<file path="src/rtl/core/assert_macros.svh">
// Assertion macros shared by the lattice edge sequencer RTL.
// Each macro expects signals named clk and rst_n in the using scope.
`ifndef ASSERT_MACROS_SVH
`define ASSERT_MACROS_SVH

// Same-cycle implication, disabled during reset.
`define LSEQ_ASSERT_IMP(label, ante, cons, msg) \
  label: assert property (@(posedge clk) disable iff (!rst_n) (ante) |-> (cons)) \
    else $error(msg);

// Next-cycle implication, disabled during reset.
`define LSEQ_ASSERT_NXT(label, ante, cons, msg) \
  label: assert property (@(posedge clk) disable iff (!rst_n) (ante) |=> (cons)) \
    else $error(msg);

`endif

</file>
<file path="src/rtl/core/lseq_pkg.sv">
// Package for the lattice edge sequencer: widths, register indexes and
// the config / result structs. No dependencies.
package lseq_pkg;

  localparam int SIDE_W     = 9;   // lattice side L, 2..256
  localparam int IDX_W      = 8;   // row / column counters
  localparam int NODE_W     = 16;  // node ids
  localparam int CFG_IDX_W  = 2;
  localparam int CFG_DATA_W = 9;

  localparam logic [SIDE_W-1:0] MIN_SIDE = SIDE_W'(2);
  localparam logic [SIDE_W-1:0] MAX_SIDE = SIDE_W'(256);

  localparam logic [CFG_IDX_W-1:0] CFG_SIDE_LEN = CFG_IDX_W'(0);
  localparam logic [CFG_IDX_W-1:0] CFG_CYCLIC   = CFG_IDX_W'(1);
  localparam logic [CFG_IDX_W-1:0] CFG_DIRECTED = CFG_IDX_W'(2);

  typedef struct packed {
    logic [SIDE_W-1:0] side;
    logic              cyclic;
    logic              directed;
  } cfg_t;

  typedef struct packed {
    logic [NODE_W-1:0] src_node;
    logic [NODE_W-1:0] dst_node;
    logic              valid_res;
    logic              last;
  } res_t;

endpackage

</file>
<file path="src/rtl/core/lseq_in_if.sv">
// Request channel of the lattice edge sequencer (valid/ready + restart).
// Depends on nothing.
interface lseq_in_if;
  logic valid;
  logic ready;
  logic restart;

  modport source (output valid, output restart, input ready);
  modport sink   (input valid, input restart, output ready);
endinterface

</file>
<file path="src/rtl/core/lseq_out_if.sv">
// Result channel of the lattice edge sequencer (valid/ready + edge fields).
// Depends on lseq_pkg.
interface lseq_out_if;
  import lseq_pkg::*;

  logic              valid;
  logic              ready;
  logic [NODE_W-1:0] src_node;
  logic [NODE_W-1:0] dst_node;
  logic              valid_res;
  logic              last;

  modport source (output valid, output src_node, output dst_node, output valid_res,
                  output last, input ready);
  modport sink   (input valid, input src_node, input dst_node, input valid_res,
                  input last, output ready);
endinterface

</file>
<file path="src/rtl/core/lseq_cfg.sv">
// Configuration registers of the lattice edge sequencer, with side clamp.
// Depends on lseq_pkg.
module lseq_cfg (
  input  logic                             clk,
  input  logic                             rst_n,
  input  logic                             cfg_we,
  input  logic [lseq_pkg::CFG_IDX_W-1:0]   cfg_index,
  input  logic [lseq_pkg::CFG_DATA_W-1:0]  cfg_data,
  output lseq_pkg::cfg_t                   cfg,
  output lseq_pkg::cfg_t                   cfg_nxt,
  output logic                             walk_clr
);
  import lseq_pkg::*;

  cfg_t              cfg_r;
  logic [SIDE_W-1:0] side_clamp;

  always_comb begin
    if (cfg_data < MIN_SIDE) begin
      side_clamp = MIN_SIDE;
    end else if (cfg_data > MAX_SIDE) begin
      side_clamp = MAX_SIDE;
    end else begin
      side_clamp = cfg_data;
    end
  end

  always_comb begin
    cfg_nxt  = cfg_r;
    walk_clr = 1'b0;
    if (cfg_we) begin
      unique case (cfg_index)
        CFG_SIDE_LEN: begin
          cfg_nxt.side = side_clamp;
          walk_clr     = 1'b1;
        end
        CFG_CYCLIC: begin
          cfg_nxt.cyclic = cfg_data[0];
          walk_clr       = 1'b1;
        end
        CFG_DIRECTED: begin
          cfg_nxt.directed = cfg_data[0];
          walk_clr         = 1'b1;
        end
        default: walk_clr = 1'b0;  // unmapped index, ignored
      endcase
    end
  end

  always_ff @(posedge clk) begin
    if (!rst_n) begin
      cfg_r.side     <= MIN_SIDE;
      cfg_r.cyclic   <= 1'b0;
      cfg_r.directed <= 1'b0;
    end else begin
      cfg_r <= cfg_nxt;
    end
  end

  assign cfg = cfg_r;

endmodule

</file>
<file path="src/rtl/core/lseq_walk.sv">
// Edge walk state and node id datapath of the lattice edge sequencer.
// Depends on lseq_pkg and assert_macros.svh.
`include "assert_macros.svh"

module lseq_walk (
  input  logic           clk,
  input  logic           rst_n,
  input  lseq_pkg::cfg_t cfg,
  input  lseq_pkg::cfg_t cfg_nxt,
  input  logic           walk_clr,
  input  logic           step,
  input  logic           restart,
  output lseq_pkg::res_t res
);
  import lseq_pkg::*;

  typedef enum logic [1:0] {PH_INTERIOR, PH_BORDER, PH_WRAP} phase_t;

  phase_t            phase_r, phase_nxt, ph_cur;
  logic [IDX_W-1:0]  row_r, row_nxt, row_cur;
  logic [IDX_W-1:0]  col_r, col_nxt, col_cur;
  logic [1:0]        sub_r, sub_nxt, sub_cur;
  logic              fin_r, fin_nxt, fin_cur;
  logic [NODE_W-1:0] base_r, base_nxt, base_cur;  // row_index * L, kept running
  logic [NODE_W-1:0] wrap_r, wrap_nxt;            // (L-1) * L, caught at border end
  logic [NODE_W-1:0] side_n, row_n, col_n, a, b;
  logic [SIDE_W-1:0] row_inc, col_inc;
  logic              row_end, col_end, node_done;

  assign side_n = {{(NODE_W-SIDE_W){1'b0}}, cfg.side};
  assign row_n  = {{(NODE_W-IDX_W){1'b0}}, row_cur};
  assign col_n  = {{(NODE_W-IDX_W){1'b0}}, col_cur};

  // restart takes effect before the current edge is formed
  always_comb begin
    ph_cur   = restart ? PH_INTERIOR : phase_r;
    row_cur  = restart ? IDX_W'(1) : row_r;
    col_cur  = restart ? IDX_W'(1) : col_r;
    sub_cur  = restart ? 2'd0 : sub_r;
    fin_cur  = restart ? 1'b0 : fin_r;
    base_cur = restart ? side_n : base_r;
  end

  assign row_inc   = {1'b0, row_cur} + SIDE_W'(1);
  assign col_inc   = {1'b0, col_cur} + SIDE_W'(1);
  assign row_end   = row_inc >= cfg.side;
  assign col_end   = col_inc >= cfg.side;
  assign node_done = (sub_cur == 2'd3) || (!cfg.directed && sub_cur == 2'd2);

  always_comb begin
    phase_nxt = ph_cur;
    row_nxt   = row_cur;
    col_nxt   = col_cur;
    sub_nxt   = sub_cur;
    fin_nxt   = fin_cur;
    base_nxt  = base_cur;
    wrap_nxt  = wrap_r;
    a         = '0;
    b         = '0;
    res       = '0;

    if (!fin_cur) begin
      unique case (ph_cur)
        PH_INTERIOR: begin
          a = base_cur + col_n;
          b = sub_cur[1] ? a - side_n : a - NODE_W'(1);
        end
        PH_BORDER: begin
          a = sub_cur[1] ? base_cur : row_n;
          b = sub_cur[1] ? base_cur - side_n : row_n - NODE_W'(1);
        end
        PH_WRAP: begin
          a = sub_cur[1] ? base_cur : row_n;
          b = sub_cur[1] ? base_cur + side_n - NODE_W'(1) : row_n + wrap_r;
        end
        default: begin
          a = '0;
          b = '0;
        end
      endcase

      // odd sub-steps carry the reverse edge
      res.src_node  = sub_cur[0] ? b : a;
      res.dst_node  = sub_cur[0] ? a : b;
      res.valid_res = 1'b1;

      if (!node_done) begin
        sub_nxt = cfg.directed ? sub_cur + 2'd1 : 2'd2;
      end else begin
        sub_nxt = 2'd0;
        unique case (ph_cur)
          PH_INTERIOR: begin
            if (!col_end) begin
              col_nxt = col_inc[IDX_W-1:0];
            end else begin
              col_nxt = IDX_W'(1);
              if (!row_end) begin
                row_nxt  = row_inc[IDX_W-1:0];
                base_nxt = base_cur + side_n;
              end else begin
                phase_nxt = PH_BORDER;
                row_nxt   = IDX_W'(1);
                base_nxt  = side_n;
              end
            end
          end
          PH_BORDER: begin
            if (!row_end) begin
              row_nxt  = row_inc[IDX_W-1:0];
              base_nxt = base_cur + side_n;
            end else if (cfg.cyclic && cfg.side != MIN_SIDE) begin
              phase_nxt = PH_WRAP;
              row_nxt   = '0;
              base_nxt  = '0;
              wrap_nxt  = base_cur;  // last row base is (L-1)*L
            end else begin
              fin_nxt = 1'b1;
            end
          end
          PH_WRAP: begin
            if (!row_end) begin
              row_nxt  = row_inc[IDX_W-1:0];
              base_nxt = base_cur + side_n;
            end else begin
              fin_nxt = 1'b1;
            end
          end
          default: fin_nxt = 1'b1;
        endcase
      end
      res.last = fin_nxt;
    end
  end

  always_ff @(posedge clk) begin
    if (!rst_n) begin
      phase_r <= PH_INTERIOR;
      row_r   <= IDX_W'(1);
      col_r   <= IDX_W'(1);
      sub_r   <= 2'd0;
      fin_r   <= 1'b0;
      base_r  <= NODE_W'(MIN_SIDE);
    end else if (walk_clr) begin
      phase_r <= PH_INTERIOR;
      row_r   <= IDX_W'(1);
      col_r   <= IDX_W'(1);
      sub_r   <= 2'd0;
      fin_r   <= 1'b0;
      base_r  <= {{(NODE_W-SIDE_W){1'b0}}, cfg_nxt.side};
    end else if (step) begin
      phase_r <= phase_nxt;
      row_r   <= row_nxt;
      col_r   <= col_nxt;
      sub_r   <= sub_nxt;
      fin_r   <= fin_nxt;
      base_r  <= base_nxt;
    end
  end

  always_ff @(posedge clk) begin
    if (step) begin
      wrap_r <= wrap_nxt;
    end
  end

  `LSEQ_ASSERT_NXT(a_last_sets_fin, step && res.last && !walk_clr, fin_r,
    "final edge did not leave the walk finished")
  `LSEQ_ASSERT_IMP(a_rev_only_directed, sub_r[0], cfg.directed,
    "reverse sub-step reached in undirected mode")
  `LSEQ_ASSERT_IMP(a_idx_in_range, !fin_r,
    ({1'b0, row_r} < cfg.side) && ({1'b0, col_r} < cfg.side) && (col_r != '0),
    "row or column counter outside the lattice")

endmodule

</file>
<file path="src/rtl/core/lattice_edge_sequencer.sv">
// Lattice edge sequencer: streams the edge list of an L x L square lattice,
// one edge per request transaction. Each request carries a restart bit (1 =
// start over at the first edge, 0 = next edge) and yields exactly one result
// transaction holding src_node, dst_node, valid_res and last. The order is the
// left/up edges of every interior node row by row, then the first-row and
// first-column edges, then (cyclic=1 and L>2) the row/column wrap edges; with
// directed=1 each edge is followed by its reverse. Past the final edge results
// come back all zero until a restart. Node ids are row*L+col, built from a
// running row base so no multiplier is needed. Throughput is one transaction
// per clock while out_ch is not stalled: a request enters an input register,
// the walk datapath forms the edge combinationally and steps its counters,
// and the edge lands in the output register, which drives out_ch (two
// register stages). While a result waits on a stalled output, the input
// register can take one more request; after that the request channel stalls
// until the result is taken.
// Config: cfg_we writes cfg_data into register cfg_index (0 side_len, clamped
// to 2..256; 1 cyclic; 2 directed); any valid write also restarts the walk.
// Writes must be made only while no transaction is in flight; not enforced.
// Depends on lseq_pkg, lseq_in_if, lseq_out_if, lseq_cfg and lseq_walk.
module lattice_edge_sequencer (
  input  logic                            clk,
  input  logic                            rst_n,
  lseq_in_if.sink                         in_ch,
  lseq_out_if.source                      out_ch,
  input  logic                            cfg_we,
  input  logic [lseq_pkg::CFG_IDX_W-1:0]  cfg_index,
  input  logic [lseq_pkg::CFG_DATA_W-1:0] cfg_data
);
  import lseq_pkg::*;

  cfg_t cfg, cfg_nxt;
  logic walk_clr;

  // input register stage
  logic s0_valid_r;
  logic s0_restart_r;

  // output register stage
  logic out_valid_r;
  res_t out_res_r;
  res_t walk_res;

  logic out_take;  // output register can load this cycle
  logic step;      // request moves from input reg through the walk

  assign out_take    = !out_valid_r || out_ch.ready;
  assign step        = s0_valid_r && out_take;
  assign in_ch.ready = !s0_valid_r || step;

  lseq_cfg u_cfg (
    .clk       (clk),
    .rst_n     (rst_n),
    .cfg_we    (cfg_we),
    .cfg_index (cfg_index),
    .cfg_data  (cfg_data),
    .cfg       (cfg),
    .cfg_nxt   (cfg_nxt),
    .walk_clr  (walk_clr)
  );

  lseq_walk u_walk (
    .clk      (clk),
    .rst_n    (rst_n),
    .cfg      (cfg),
    .cfg_nxt  (cfg_nxt),
    .walk_clr (walk_clr),
    .step     (step),
    .restart  (s0_restart_r),
    .res      (walk_res)
  );

  // control valids
  always_ff @(posedge clk) begin
    if (!rst_n) begin
      s0_valid_r  <= 1'b0;
      out_valid_r <= 1'b0;
    end else begin
      if (in_ch.ready) begin
        s0_valid_r <= in_ch.valid;
      end
      if (out_take) begin
        out_valid_r <= s0_valid_r;
      end
    end
  end

  // payload, no reset
  always_ff @(posedge clk) begin
    if (in_ch.ready && in_ch.valid) begin
      s0_restart_r <= in_ch.restart;
    end
    if (step) begin
      out_res_r <= walk_res;
    end
  end

  assign out_ch.valid     = out_valid_r;
  assign out_ch.src_node  = out_res_r.src_node;
  assign out_ch.dst_node  = out_res_r.dst_node;
  assign out_ch.valid_res = out_res_r.valid_res;
  assign out_ch.last      = out_res_r.last;

endmodule
</file>
<file path="src/flat_wrapper.sv">
// flat-port wrapper written by rule: the top's interface ports become plain ports
module lattice_edge_sequencer_flat import lseq_pkg::*;
  (clk, rst_n, cfg_we, cfg_index, cfg_data, in_ch_valid, in_ch_restart, in_ch_ready, out_ch_valid, out_ch_src_node, out_ch_dst_node, out_ch_valid_res, out_ch_last, out_ch_ready);
  lseq_in_if in_ch_i ();
  lseq_out_if out_ch_i ();
  input  logic clk;
  input  logic rst_n;
  input  logic cfg_we;
  input  logic [lseq_pkg::CFG_IDX_W-1:0] cfg_index;
  input  logic [lseq_pkg::CFG_DATA_W-1:0] cfg_data;
  input wire logic [$bits(in_ch_i.valid)-1:0] in_ch_valid;
  input wire logic [$bits(in_ch_i.restart)-1:0] in_ch_restart;
  output wire logic [$bits(in_ch_i.ready)-1:0] in_ch_ready;
  output wire logic [$bits(out_ch_i.valid)-1:0] out_ch_valid;
  output wire logic [$bits(out_ch_i.src_node)-1:0] out_ch_src_node;
  output wire logic [$bits(out_ch_i.dst_node)-1:0] out_ch_dst_node;
  output wire logic [$bits(out_ch_i.valid_res)-1:0] out_ch_valid_res;
  output wire logic [$bits(out_ch_i.last)-1:0] out_ch_last;
  input wire logic [$bits(out_ch_i.ready)-1:0] out_ch_ready;
  assign in_ch_i.valid = in_ch_valid;
  assign in_ch_i.restart = in_ch_restart;
  assign in_ch_ready = in_ch_i.ready;
  assign out_ch_valid = out_ch_i.valid;
  assign out_ch_src_node = out_ch_i.src_node;
  assign out_ch_dst_node = out_ch_i.dst_node;
  assign out_ch_valid_res = out_ch_i.valid_res;
  assign out_ch_last = out_ch_i.last;
  assign out_ch_i.ready = out_ch_ready;
  lattice_edge_sequencer u_core (.clk(clk), .rst_n(rst_n), .in_ch(in_ch_i), .out_ch(out_ch_i), .cfg_we(cfg_we), .cfg_index(cfg_index), .cfg_data(cfg_data));
endmodule
</file>
<file path="config.mk">
export PLATFORM = sky130hd
export DESIGN_NAME = lattice_edge_sequencer_flat
export DESIGN_NICKNAME = d
export VERILOG_FILES = /design/src/rtl/core/lseq_pkg.sv /design/src/rtl/core/lseq_in_if.sv /design/src/rtl/core/lseq_out_if.sv /design/src/rtl/core/lseq_cfg.sv /design/src/rtl/core/lseq_walk.sv /design/src/rtl/core/lattice_edge_sequencer.sv /design/src/flat_wrapper.sv
export VERILOG_INCLUDE_DIRS = /design/src /design/src/rtl/core
export SDC_FILE = /design/constraint.sdc
export NUM_CORES = 1
export LEC_CHECK = 0
export BUFFER_PORTS_ARGS = -buffer_cell sky130_fd_sc_hd__buf_4
export CORE_MARGIN = 2
export CORE_UTILIZATION = 55
export DETAILED_ROUTE_END_ITERATION = 16
export PLACE_DENSITY = 0.73
export SLEW_MARGIN = 15
export SYNTH_ARGS = -nofsm -noshare
export SYNTH_HDL_FRONTEND = slang
export SYNTH_HIERARCHICAL = 1
export SYNTH_SLANG_ARGS = --single-unit
</file>
<file path="constraint.sdc">
create_clock -name clk -period 5.9 [get_ports clk]
set_clock_uncertainty 0.1 [all_clocks]
set_input_delay 0.885 -clock clk [delete_from_list [all_inputs] [get_ports clk]]
set_output_delay 0.885 -clock clk [all_outputs]
set_load 0.005 [all_outputs]
</file>
==> impl_metrics.env, run 1 <==
export IMPL_outcome="finished, final reports clean"
export IMPL_crit_path_max_fanout=37
export IMPL_htree_levels=3
export IMPL_seq_power_share=0.428
export IMPL_hp_class="flop to flop"
export IMPL_p_per_area_nw_per_um2=168
export IMPL_ys_top_cells_by_area="edfxtp_1, dfxtp_1, ha_1"
export IMPL_place_gp_congestion=1.02
export IMPL_chipWidth_um=139
export IMPL_multiInputGateArea_um2=6960
export IMPL_max_clock_freq_ghz=0.202
export IMPL_drcViolationCount=0
export IMPL_critical_path_class="flop to flop"
export IMPL_final_cell_mix="nor2_1, nand2_1, a21oi_1, o21ai_0, buf_4"
export IMPL_antenna_found_initial=0
export IMPL_die_height_um=139
export IMPL_cts_clk_slew_worst_paths_ps=70
export IMPL_cellLeakagePower_nw=4.44
export IMPL_cts_resized=0
export IMPL_synthDistinctLibCells=93
export IMPL_critPathCaptureType="flop"
export IMPL_syn_nets=1361
export IMPL_clkPwrFrac=0.307
export IMPL_insertion_delay_ps=360
export IMPL_grt_pass1_vias=9596
export IMPL_cts_tree="yes"
export IMPL_ctsHoldBuffers=0
export IMPL_post_drt_wl_per_cell_um=24.1
export IMPL_design_die_area_um2=19200
export IMPL_synth_top_area_frac=0.154
export IMPL_internal_power_mw=1.23
export IMPL_p_sw_mw=0.592
export IMPL_dp_hpwl_um=27600
export IMPL_grt_use_total=0.376
export IMPL_final_antenna_net_count=0
export IMPL_boundaryPins=53
export IMPL_finalCriticalPeriod_ps=4960
export IMPL_synth_cells=1267
export IMPL_maxSlewViolCount=0
export IMPL_nNetsFinal=1383
export IMPL_grt_ovfl_total=0
export IMPL_post_cts_buffers=0
export IMPL_syn_to_final_growth_pct=8.67
export IMPL_yosys_warnings=6
export IMPL_clock_sinks=101
export IMPL_final_common_cell="nor2_1"
export IMPL_nFillCells=1639
export IMPL_core_um2=17800
export IMPL_synth_cell_area_um2=9960
export IMPL_cts_buffers=9
export IMPL_seq_area_um2=2530
export IMPL_cp_required_ps=5890
export IMPL_slew_limit_headroom=0.223
export IMPL_drive_gt1_frac=0.0966
export IMPL_cap_violations=0
export IMPL_placed_cells_incl_taps=1507
export IMPL_viasPerCell=6.81
export IMPL_tightestPinTransition_ps=1150
export IMPL_placed_area_um2=10600
export IMPL_fp_row_count=49
export IMPL_ys_dominant_reg_cell="edfxtp_1"
export IMPL_rsz0062_at_grt="no"
export IMPL_setup_viol=0
export IMPL_cts_root_buf="clkbuf_16"
export IMPL_clockBufferDepth=2
export IMPL_yosysSeqAreaShare=0.254
export IMPL_combPwrFrac=0.265
export IMPL_yosysTopAreaCell="edfxtp_1"
export IMPL_finalCritPeriodShare=0.840
export IMPL_grt_pass1_wl_um=56000
export IMPL_initial_core_util=0.558
export IMPL_tns_ps=0
export IMPL_dr_total_vias=10376
export IMPL_instances_no_fill=1523
export IMPL_drt_iter0_drc=1465
export IMPL_start_kind="flop"
export IMPL_switching_share=0.325
export IMPL_synth_seq_cells=101
export IMPL_avgSynthCellArea_um2=7.86
export IMPL_synth_edf_count=51
export IMPL_arrival_ps=4950
export IMPL_synth_async_reset_ratio=0
export IMPL_final_cell_area_um2=10800
export IMPL_n_antenna_cell=0
export IMPL_portBuffers=52
export IMPL_drt_total_wl_um=36700
export IMPL_dr_pass1_iters=6
export IMPL_finalHoldViolations=0
export IMPL_vdd_drop_max_uv=152
export IMPL_grt_max_degree=51
[stage by stage]
stage / util / hold slack [ps] / total power [mW] / worst slack [ps]
floorplan: - / 327 / 1.10 / 823
global placement: 0.592 / 344 / 1.25 / 1170
detailed placement: 0.592 / 355 / 1.25 / 1090
CTS: 0.607 / 364 / 1.80 / 1070
global route: 0.607 / 387 / 1.88 / 457
finish: 0.607 / 360 / 1.82 / 941
[layout make-up]
cell class,instances,area share
clock buffer,12,0.0218
clock inverter,4,0.00231
inverter,57,0.0198
multi-input combinational,1044,0.643
sequential,101,0.234
tap,229,0.0265
timing repair buffer,76,0.0527
[power groups by stage]
stage	clock, mW	combinational (mW)	sequential, mW
finish	0.559	0.482	0.778
global route	0.587	0.514	0.779
CTS	0.563	0.463	0.777
detailed placement	0	0.461	0.793
global placement	0	0.454	0.792
floorplan	0	0.310	0.789
[metal layers]
layer  up-vias  wire [um]  global-route usage
li1       4719          -                   -
met1      4803      14200               0.490
met2       672      16000               0.578
met3       182       3800              0.0698
met4         0       2790               0.236
met5         -          0                   0
[worst paths after layout]
path / cells past startpoint / startpoint / slack (ps) / end
hold / removal: 2 / u_core/u_walk/sub_r[0] / 360 / u_core/u_walk/sub_r[0]
hold reg to reg: 2 / u_core/u_walk/sub_r[0] / 360 / u_core/u_walk/sub_r[0]
setup reg to reg: 14 / u_core/s0_restart_r / 940 / u_core/out_ch.dst_node[12]
setup / recovery: 14 / u_core/s0_restart_r / 940 / u_core/out_ch.dst_node[12]
[state kept, by name (all words and copies together) (netlist names)]
register                 flops
u_core/u_walk/wrap_r        16
u_core/out_ch.valid_res      1
u_core/u_cfg/cfg            11
u_core/out_ch.last           1
u_core/out_ch.dst_node      16
u_core/s0_restart_r          1
u_core/out_ch.src_node      16
u_core/out_ch.valid          1
u_core/u_walk/phase_r        2
u_core/u_walk/row_r          8
u_core/s0_valid_r            1
u_core/u_walk/sub_r          2
u_core/u_walk/base_r        16
u_core/u_walk/col_r          8
u_core/u_walk/fin_r          1
[kinds of logic after synthesis]
logic type	count (synthesis)	share of synthesized area
simple gates	448	0.226
compound gates	423	0.279
buf+inv	122	0.0479
flops	101	0.254
fa+ha+maj	77	0.100
xor+xnor	72	0.0662
mux	24	0.0256
[worst max-delay path, cell delays in order, from the launching register on]
cell and delay (ps):
edfxtp_1 360, buf_4 400, mux2i_1 340, inv_1 240
ha_1 370, a211oi_1 290, o21ai_0 290, xor2_1 240
ha_1 280, o311ai_0 660, a21oi_1 270, nor2_1 200
xor2_1 90, a221oi_1 400, a21oi_1 150
[cells in the mapped netlist, drive strengths merged, types with 14 or more instances]
| library cell | count |
|---|---|
| nand2 | 118 |
| a22oi | 23 |
| xnor2 | 42 |
| nor2 | 121 |
| a21o | 21 |
| inv | 56 |
| nand2b | 32 |
| nor3 | 29 |
| and2 | 14 |
| nor2b | 28 |
| edfxtp | 51 |
| dfxtp | 50 |
| nand3 | 24 |
| mux2i | 15 |
| clkbuf | 60 |
| a21oi | 119 |
| o21ai | 101 |
| a211oi | 18 |
| xor2 | 29 |
| ha | 72 |
(Power assumes the default switching activity.)
==> inputs of run 2 (changes only) <==
==> constraint.sdc (replaced) <==
create_clock -name clk -period 4.9 [get_ports clk]
set_clock_uncertainty 0.1 [all_clocks]
set_input_delay 0.735 -clock clk [delete_from_list [all_inputs] [get_ports clk]]
set_output_delay 0.735 -clock clk [all_outputs]
set_load 0.005 [all_outputs]
==> impl_metrics.env, run 2 (synthesis results as in run 1) <==
export IMPL_outcome="finished, final reports clean"
export IMPL_final_common_cell="nor2_1"
export IMPL_clockBufferDepth=2
export IMPL_insertion_delay_ps=370
export IMPL_drt_total_wl_um=37800
export IMPL_fp_row_count=49
export IMPL_rsz0062_at_grt="no"
export IMPL_dr_pass1_iters=5
export IMPL_dr_total_vias=10538
export IMPL_crit_path_max_fanout=6
export IMPL_vdd_drop_max_uv=176
export IMPL_grt_use_total=0.385
export IMPL_drt_iter0_drc=1373
export IMPL_initial_core_util=0.558
export IMPL_boundaryPins=53
export IMPL_htree_levels=3
export IMPL_max_clock_freq_ghz=0.216
export IMPL_critPathCaptureType="flop"
export IMPL_tns_ps=0
export IMPL_clock_sinks=101
export IMPL_chipWidth_um=139
export IMPL_syn_to_final_growth_pct=11.4
export IMPL_cellLeakagePower_nw=4.61
export IMPL_ctsHoldBuffers=0
export IMPL_nNetsFinal=1412
export IMPL_startpoint="u_core/s0_restart_r"
export IMPL_cp_required_ps=4910
export IMPL_grt_pass1_wl_um=57000
export IMPL_start_kind="flop"
export IMPL_drcViolationCount=0
export IMPL_ff2ff_path_depth=16
export IMPL_cts_tree="yes"
export IMPL_slew_limit_headroom=0.257
export IMPL_tightestPinTransition_ps=1110
export IMPL_p_per_area_nw_per_um2=206
export IMPL_final_antenna_net_count=0
export IMPL_design_die_area_um2=19200
export IMPL_arrival_ps=4640
export IMPL_grt_pass1_vias=9583
export IMPL_finalCritPeriodShare=0.945
export IMPL_r2r_end="u_core/out_ch.src_node[10]"
export IMPL_p_total_mw=2.28
export IMPL_finalHoldViolations=0
export IMPL_post_drt_wl_per_cell_um=24.3
export IMPL_maxSlewViolCount=0
export IMPL_cts_root_buf="clkbuf_16"
export IMPL_reg2reg_setup_slack_ps=270
export IMPL_place_gp_congestion=1.10
export IMPL_grt_ovfl_total=0
export IMPL_final_cell_mix="nor2_1, nand2_1, a21oi_1, buf_4, o21ai_0"
export IMPL_finalCriticalPeriod_ps=4630
export IMPL_hp_class="flop to flop"
export IMPL_setup_viol=0
export IMPL_portBuffers=52
export IMPL_cap_violations=0
export IMPL_cts_buffers=9
export IMPL_endpoint="u_core/out_ch.src_node[10]"
export IMPL_critical_path_class="flop to flop"
export IMPL_viasPerCell=6.78
export IMPL_cts_clk_slew_worst_paths_ps=80
export IMPL_antenna_found_initial=0
export IMPL_drive_gt1_frac=0.119
export IMPL_core_um2=17800
export IMPL_grt_max_degree=51
export IMPL_dp_hpwl_um=28900
export IMPL_worstReg2RegStart="u_core/s0_restart_r"
export IMPL_die_height_um=139
run 2: changes by cell type in the layout (fill, tap and decap cells not counted):
cell,before,now
buf_12,0,1
clkinv_4,0,2
clkbuf_1,3,1
a221oi_2,0,2
inv_4,0,1
a221oi_1,4,2
inv_8,0,2
buf_4,76,104
clkinvlp_4,2,0
clkinv_2,2,0
diode_2,0,2
inv_6,0,1
run 2: area by class of cell:
class	instances	area (um2)
clock buffers	10	229
inverters	57	214
flip-flops and latches	101	2530
repair buffers	105	801
multi-input cells	1044	6970
well taps	229	287
diodes	2	5.00
clock inverters	6	55.1
fillers	1652	6750
run 2: power by group:
part / total [mW] / internal [mW] / switching [mW]
Combinational: 0.609 / 0.236 / 0.372
Clock: 0.737 / 0.357 / 0.380
Sequential: 0.935 / 0.916 / 0.0198
Total: 2.28 / 1.51 / 0.772
run 2: metrics by stage:
stage,util,worst slack [ps],hold slack (ps),instance area (um2),instances
after floorplan,-,31.9,327,9960,1267
after detailed placement,0.604,114,343,10800,1533
after CTS,0.620,97.7,353,11100,1549
after global placement,0.604,215,338,10800,1533
after global routing,0.622,43.4,375,11100,1552
final,0.622,271,357,11100,1554
run 2: worst min-delay path by stage:
stage / startpoint / to / slack, ps / depth (start not counted)
floorplan: u_core/u_walk/phase_r[0] / u_core/u_walk/phase_r[0] / 330 / 2
global placement: u_core/u_walk/phase_r[0] / u_core/u_walk/phase_r[0] / 340 / 2
CTS: u_core/u_walk/phase_r[0] / u_core/u_walk/phase_r[0] / 350 / 2
detailed placement: u_core/u_walk/phase_r[0] / u_core/u_walk/phase_r[0] / 340 / 2
global route: u_core/u_walk/phase_r[0] / u_core/u_walk/phase_r[0] / 370 / 2
finish: u_core/u_walk/phase_r[0] / u_core/u_walk/phase_r[0] / 360 / 2
run 2: critical path, stage by stage, from the launching register on:
cell,delay (ps)
edfxtp_1,490
buf_4,200
mux2_2,430
ha_1,410
o211ai_1,150
o21ai_0,380
nand3_1,130
nand2_1,100
xor2_1,230
ha_1,320
or3_1,380
o21ai_0,80
a21oi_1,110
nor2_1,140
xnor2_1,120
a221oi_2,450
a21oi_1,140
run 2: what timing repair did:
| item | in CTS | in global routing |
|---|---|---|
| setup endpoints to repair | 0 | 11 |
| endpoints found under the hold margin | 0 | 0 |
| resized for setup | 0 | 2 |
| buffers inserted | 0 | 3 |
run 2: metal layers:
metal | routed length, um | track usage | share of wire
met5 | 0 | 0 | 0
met1 | 15100 | 0.490 | 0.40
met2 | 16900 | 0.616 | 0.45
met4 | 2560 | 0.216 | 0.068
met3 | 3190 | 0.0725 | 0.084
